===== src/sv/dsdd_pkg.sv =====
// Shared widths, stage count and sine table for the double-sine degree-day core.
package dsdd_pkg;

	localparam int TEMP_W      = 16;
	localparam int EXCESS_W    = 16;
	localparam int OUT_W       = 18;
	localparam int SAMPLES_DEF = 12;
	localparam int HALF_STAGES = 7;

	localparam int SINE_ENTRIES = 12;

	// Configuration register indexes.
	localparam logic [0:0] REG_LOWER = 1'b0;
	localparam logic [0:0] REG_UPPER = 1'b1;

	// sin(pi * (j / 12 - 1/2)) in Q1.15.
	localparam logic signed [15:0] SINE_Q15 [SINE_ENTRIES] = '{
		-16'sd32768, -16'sd31651, -16'sd28378, -16'sd23170, -16'sd16384, -16'sd8481,
		16'sd0, 16'sd8481, 16'sd16384, 16'sd23170, 16'sd28378, 16'sd31651
	};

	typedef logic signed [TEMP_W-1:0] temp_t;
	typedef logic [EXCESS_W-1:0]      excess_t;
	typedef logic [HALF_STAGES:1]     stage_en_t;

endpackage


===== src/sv/dsdd_half.sv =====
// Seven-stage pipeline that computes the thermal excess of one half-day.
module dsdd_half #(
	parameter int SAMPLES_PER_HALF = dsdd_pkg::SAMPLES_DEF
) (
	input  logic                clk,
	input  dsdd_pkg::stage_en_t stage_en,
	input  dsdd_pkg::temp_t     s,
	input  dsdd_pkg::temp_t     e,
	input  dsdd_pkg::temp_t     lo,
	input  dsdd_pkg::temp_t     hi,
	output dsdd_pkg::excess_t   excess
);
	import dsdd_pkg::*;

	localparam logic [1:0] CLS_ZERO    = 2'd0;
	localparam logic [1:0] CLS_FULL    = 2'd1;
	localparam logic [1:0] CLS_FLAT    = 2'd2;
	localparam logic [1:0] CLS_SAMPLED = 2'd3;

	localparam int N      = SAMPLES_PER_HALF;
	localparam int GROUPS = (N + 3) / 4;
	localparam int GRP_W  = EXCESS_W + 2;
	localparam int SUM_W  = EXCESS_W + 1 + $clog2(N);
	localparam int DIV    = 2 * N;
	localparam int MUL    = (1 << SUM_W) / DIV;
	localparam int QW     = 17;
	localparam int PROD_W = 2 * SUM_W;

	// Stage 1: classify and form mean and amplitude.
	logic [1:0]         cls_c;
	excess_t            fix_c;
	logic signed [16:0] diff_c;
	logic signed [16:0] lo_dif_c;
	logic signed [16:0] hi_dif_c;

	always_comb begin
		diff_c   = {s[15], s} - {e[15], e};
		lo_dif_c = {s[15], s} - {lo[15], lo};
		hi_dif_c = {hi[15], hi} - {lo[15], lo};
		if (s <= lo && e <= lo) begin
			cls_c = CLS_ZERO;
			fix_c = '0;
		end else if (s >= hi && e >= hi) begin
			cls_c = CLS_FULL;
			fix_c = hi_dif_c[EXCESS_W-1:0];
		end else if (s == e) begin
			cls_c = CLS_FLAT;
			fix_c = lo_dif_c[EXCESS_W-1:0];
		end else begin
			cls_c = CLS_SAMPLED;
			fix_c = '0;
		end
	end

	logic [1:0]         cls_s1, cls_s2, cls_s3, cls_s4, cls_s5, cls_s6;
	excess_t            fix_s1, fix_s2, fix_s3, fix_s4, fix_s5, fix_s6;
	logic signed [16:0] mean_s1, mean_s2;
	logic [15:0]        ampl_s1;

	always_ff @(posedge clk) begin
		if (stage_en[1]) begin
			cls_s1  <= cls_c;
			fix_s1  <= fix_c;
			mean_s1 <= {s[15], s} + {e[15], e};
			ampl_s1 <= diff_c[16] ? 16'(-diff_c) : diff_c[15:0];
		end
		if (stage_en[2]) begin
			cls_s2  <= cls_s1;
			fix_s2  <= fix_s1;
			mean_s2 <= mean_s1;
		end
		if (stage_en[3]) begin
			cls_s3 <= cls_s2;
			fix_s3 <= fix_s2;
		end
		if (stage_en[4]) begin
			cls_s4 <= cls_s3;
			fix_s4 <= fix_s3;
		end
		if (stage_en[5]) begin
			cls_s5 <= cls_s4;
			fix_s5 <= fix_s4;
		end
		if (stage_en[6]) begin
			cls_s6 <= cls_s5;
			fix_s6 <= fix_s5;
		end
	end

	// Stages 2 and 3: one multiplier lane per sample, then round and clamp.
	logic signed [32:0] prod_s2 [N];
	excess_t            samp_s3 [N];
	logic signed [17:0] lo18;
	logic signed [17:0] hi18;

	assign lo18 = 18'(lo);
	assign hi18 = 18'(hi);

	for (genvar k = 0; k < N; k++) begin : g_lane
		localparam int IDX = (k * SINE_ENTRIES) / SAMPLES_PER_HALF;
		logic signed [33:0] exact_c;
		logic signed [17:0] t_c;
		logic signed [17:0] clamp_c;
		logic signed [17:0] rel_c;

		always_comb begin
			exact_c = (34'(mean_s2) <<< 15) + 34'(prod_s2[k]) + 34'sd32768;
			t_c     = exact_c[33:16];
			if (t_c < lo18) begin
				clamp_c = lo18;
			end else if (t_c > hi18) begin
				clamp_c = hi18;
			end else begin
				clamp_c = t_c;
			end
			rel_c = clamp_c - lo18;
		end

		always_ff @(posedge clk) begin
			if (stage_en[2]) begin
				prod_s2[k] <= 33'($signed({1'b0, ampl_s1})) * 33'(SINE_Q15[IDX]);
			end
			if (stage_en[3]) begin
				samp_s3[k] <= rel_c[EXCESS_W-1:0];
			end
		end
	end

	// Stage 4: sums of four lanes each. Stage 5: total plus rounding bias.
	logic [GRP_W-1:0] grp_c [GROUPS];
	logic [GRP_W-1:0] grp_s4 [GROUPS];
	logic [SUM_W-1:0] tot_c;
	logic [SUM_W-1:0] tot_s5, tot_s6;

	always_comb begin
		for (int g = 0; g < GROUPS; g++) begin
			grp_c[g] = '0;
			for (int j = 0; j < 4; j++) begin
				if (g * 4 + j < N) begin
					grp_c[g] = grp_c[g] + GRP_W'(samp_s3[g * 4 + j]);
				end
			end
		end
		tot_c = SUM_W'(N);
		for (int g = 0; g < GROUPS; g++) begin
			tot_c = tot_c + SUM_W'(grp_s4[g]);
		end
	end

	always_ff @(posedge clk) begin
		if (stage_en[4]) begin
			grp_s4 <= grp_c;
		end
		if (stage_en[5]) begin
			tot_s5 <= tot_c;
		end
	end

	// Stage 6: quotient estimate by reciprocal, low by at most one.
	logic [PROD_W-1:0] recip_c;
	logic [QW-1:0]     q_s6;

	assign recip_c = PROD_W'(tot_s5) * PROD_W'(MUL);

	always_ff @(posedge clk) begin
		if (stage_en[6]) begin
			q_s6   <= recip_c[SUM_W +: QW];
			tot_s6 <= tot_s5;
		end
	end

	// Stage 7: one correction step, then pick the result for the class.
	logic [SUM_W-1:0] rem_c;
	logic [QW-1:0]    q_fix_c;
	excess_t          excess_s7;

	always_comb begin
		rem_c   = tot_s6 - SUM_W'(q_s6) * SUM_W'(DIV);
		q_fix_c = (rem_c >= SUM_W'(DIV)) ? q_s6 + QW'(1) : q_s6;
	end

	always_ff @(posedge clk) begin
		if (stage_en[7]) begin
			excess_s7 <= (cls_s6 == CLS_SAMPLED) ? q_fix_c[EXCESS_W-1:0] : fix_s6;
		end
	end

	assign excess = excess_s7;

endmodule


===== config.mk =====
export PLATFORM = sky130hd
export DESIGN_NAME = dsdd_half
export DESIGN_NICKNAME = d
export VERILOG_FILES = /design/src/sv/dsdd_pkg.sv /design/src/sv/dsdd_half.sv
export SDC_FILE = /design/constraint.sdc
export NUM_CORES = 2
export LEC_CHECK = 0
export ABC_AREA = 1
export BUFFER_PORTS_ARGS = -buffer_cell sky130_fd_sc_hd__buf_2
export CAP_MARGIN = 10
export CELL_PAD_IN_SITES_DETAIL_PLACEMENT = 1
export CELL_PAD_IN_SITES_GLOBAL_PLACEMENT = 2
export CORE_MARGIN = 2
export CORE_UTILIZATION = 30
export CTS_BUF_LIST = sky130_fd_sc_hd__clkbuf_2
export DETAILED_ROUTE_END_ITERATION = 6
export GPL_ROUTABILITY_DRIVEN = 0
export PLACE_DENSITY_LB_ADDON = 0.08
export SLEW_MARGIN = 5
export SYNTH_ARGS = -nofsm -noshare
export SYNTH_HDL_FRONTEND = slang
export SYNTH_SLANG_ARGS = --single-unit

===== constraint.sdc =====
create_clock -name clk -period 7.5 [get_ports clk]
set_input_delay 1.5 -clock clk [delete_from_list [all_inputs] [get_ports clk]]
set_output_delay 1.5 -clock clk [all_outputs]
set_load 0.01 [all_outputs]

==> results.toml <==
[timing]
setup_viol = 0
hold_ws_ns = 0.267
fin_crit_sh_pct = 95.2
maxSlewViolCount = 0
hold_violations = 0
clock.fmax_mhz = 140
max-slew-margin-rel_pct = 25.6
min_period_ns = 7.14
worstMarginPinSlew_ns = 1.12
clock_skew_ns = 0.235

[global_route]
grt_pass1_vias = 89081
grt_max_degree = 137
grt_pass1_wl_mm = 620
antenna_found_initial = 25
grt-ovfl-total = 0
grt_use_total_pct = 25.5

[floorplan]
ios = 88
die_w_um = 579
rows = 211
coreArea_um2 = 330000
start_util_pct = 30.1
die_h_um = 579
die_area_um2 = 335000

[synthesis]
seq_area_frac_synth_pct = 19.5
synth_ff_type = "edfxtp_1"
syn_avg_cell_area_um2 = 8.71
synth_cells = 11387
yosys.area.top_type = "ha_1"
yosysMostFrequentCell = "ha_1"
synth_edf_count = 643
synth_area_um2 = 99200
ys.warnings.count = 0
yosys-top-cells-count = "ha_1 (2180), nand2_1 (1955), inv_1 (1828), a21oi_1 (916), fa_1 (753)"
yosys.area.top_type_share_pct = 27.5
ys_ff_latch = 643
ys_types = 58
synthTopCellsByArea = "ha_1 (28%), edfxtp_1 (19%), fa_1 (15%), nand2_1 (7.4%), inv_1 (6.9%)"
syn_nets = 14392
async_flop_share_pct = 0

[placed_design]
dp_hpwl_mm = 369
place_area_um2 = 108000
port_buffers = 87

[layout]
final_area_um2 = 110000
fillers = 38973
nets = 14972
layout-drive-gt1-share_pct = 7.43
area_growth_pct = 11.0

[clock_network]
clock_latency_ns = 1.60
cts_tree = "done"
cts_max_path_buffers = 4
cts_root_buffer = "clkbuf_2"
cts.sinks = 643
path_clk_slew_ns = 0.11
numCtsBuffers = 189
htree_levels = 4

[critical_path]
setup.worst_path.end_class = "register"
crit_path_start = "ampl_s1[12]"
required_ns = 8.78
cp.arrival_ns = 8.42
critical_path_class = "reg2reg"
startpoint_type = "register"
timing.rr.start = "ampl_s1[12]"
path_max_fanout = 7

[routing]
dr_total_vias = 83180
wire_per_inst_um = 26.1
wl_mm = 429
drt-initial-drc-count = 4596
via_per_inst = 5.05
route.detailed.drc = 0
ant_nets = 0
first_pass_iters = 5

[run]
drv_cap = 0

[worst_hold_path]
hp-class = "reg2reg"
hold_start = "fix_s4[1]"

[status]
status = "completed"
[cells in the final DEF, fill, tap and decap left out, drive strengths merged, types with 5 or more instances in the layout]
master | netlist | final
clkinv | 1 | 65
xor2 | 457 | 457
nor3 | 70 | 70
a31oi | 53 | 53
diode | 0 | 6
o21ai | 675 | 675
a21oi | 918 | 918
mux2i | 7 | 7
inv | 1841 | 1839
o21bai | 65 | 65
clkbuf | 84 | 259
nand3 | 406 | 406
o21a | 26 | 26
or2 | 19 | 19
o211ai | 64 | 64
o211a | 10 | 10
nor2 | 545 | 545
xnor2 | 174 | 174
o31ai | 8 | 8
a211oi | 24 | 24
o2111ai | 27 | 27
nand2 | 1962 | 1962
fa | 753 | 753
ha | 2180 | 2180
a21boi | 76 | 76
buf | 27 | 498
nand3b | 30 | 30
edfxtp | 643 | 643
nor4 | 28 | 28
a21o | 72 | 72
a221oi | 9 | 9
bufinv | 0 | 5
nand4 | 112 | 112
[final timing paths]
path	to	slack, ns	cells past startpoint
hold / removal	fix_s5[1]	0.27	0
setup reg to reg	prod_s2[0][60]	0.36	21
setup / recovery	prod_s2[0][60]	0.36	21
hold reg to reg	fix_s5[1]	0.27	0
[area by class of cell]
type                       instances  area (um^2)  share of cell area [%]
antenna                            6         15.0                  0.0136
timing repair buffer             500         3970                    3.61
inverter                        1842         6920                    6.29
tap                             4366         5460                    4.96
sequential                       643        19300                    17.5
clock buffer                     257         1290                    1.17
clock inverter                    71          445                   0.405
multi-input combinational       8791        72600                    66.0
[worst max-delay path, stage by stage, from the launching register on]
cell      delay [ns]
edfxtp_1        0.82
inv_1           0.33
ha_1            1.07
inv_1           0.22
fa_1            0.61
inv_1           0.12
ha_1            0.15
inv_1           0.07
fa_1            0.54
inv_1           0.05
fa_1            0.48
fa_1            0.46
ha_1            0.36
a21oi_1         0.24
o21ai_0         0.18
a21oi_1         0.14
o21ai_0         0.13
nand2_1         0.10
nand2_1         0.12
a21o_1          0.22
a21oi_1         0.17
xor2_1          0.29
[sequential cells by signal, indices dropped and copies added (netlist names), 15 cells and up]
signal and flops:
ampl_s1 15, excess 16, fix_s1 16, fix_s2 16, fix_s3 16, fix_s4 16, fix_s5 16, fix_s6 16
grp_s4 54, mean_s1 17, mean_s2 16, prod_s2 168, q_s6 17, samp_s3 192, tot_s5 20, tot_s6 20
[metal layers]
| metal | GRT usage, % | up-vias | share of wire (%) |
|---|---|---|---|
| li1 | - | 39645 | - |
| met1 | 32.2 | 41573 | 44 |
| met2 | 45.3 | 1439 | 49 |
| met3 | 2.00 | 515 | 2.8 |
| met4 | 9.18 | 8 | 4.1 |
| met5 | 0 | - | 0.010 |
[kinds of logic after synthesis]
family          count (synthesis)  synth area share (%)
xor+xnor                      631                  5.58
fa+ha+maj                    2933                  42.7
flops                         643                  19.5
buf+inv                      1953                  7.44
mux                             7                0.0707
simple gates                 3180                  13.3
compound gates               2040                  11.5
[per-stage QoR]
stage	std cells	utilization (%)	setup WS (ns)	TNS (ns)
after CTS	16459	33.3	0.123	0
after global routing	16473	33.4	-0.0328	-0.0670
final	16476	33.4	0.363	0
after detailed placement	16131	32.8	0.205	0
after floorplan	11387	-	1.06	0
after global placement	16131	32.8	0.0575	0
[what timing repair did]
action                     CTS  global route
pin swaps                    0             4
setup buffers                0            11
resized for setup            1            45
hold buffers                 0             0
setup endpoints to repair    1            66
Power is not shown: default switching activity piles up to over one toggle a cycle in this logic, so the estimate is an artifact.
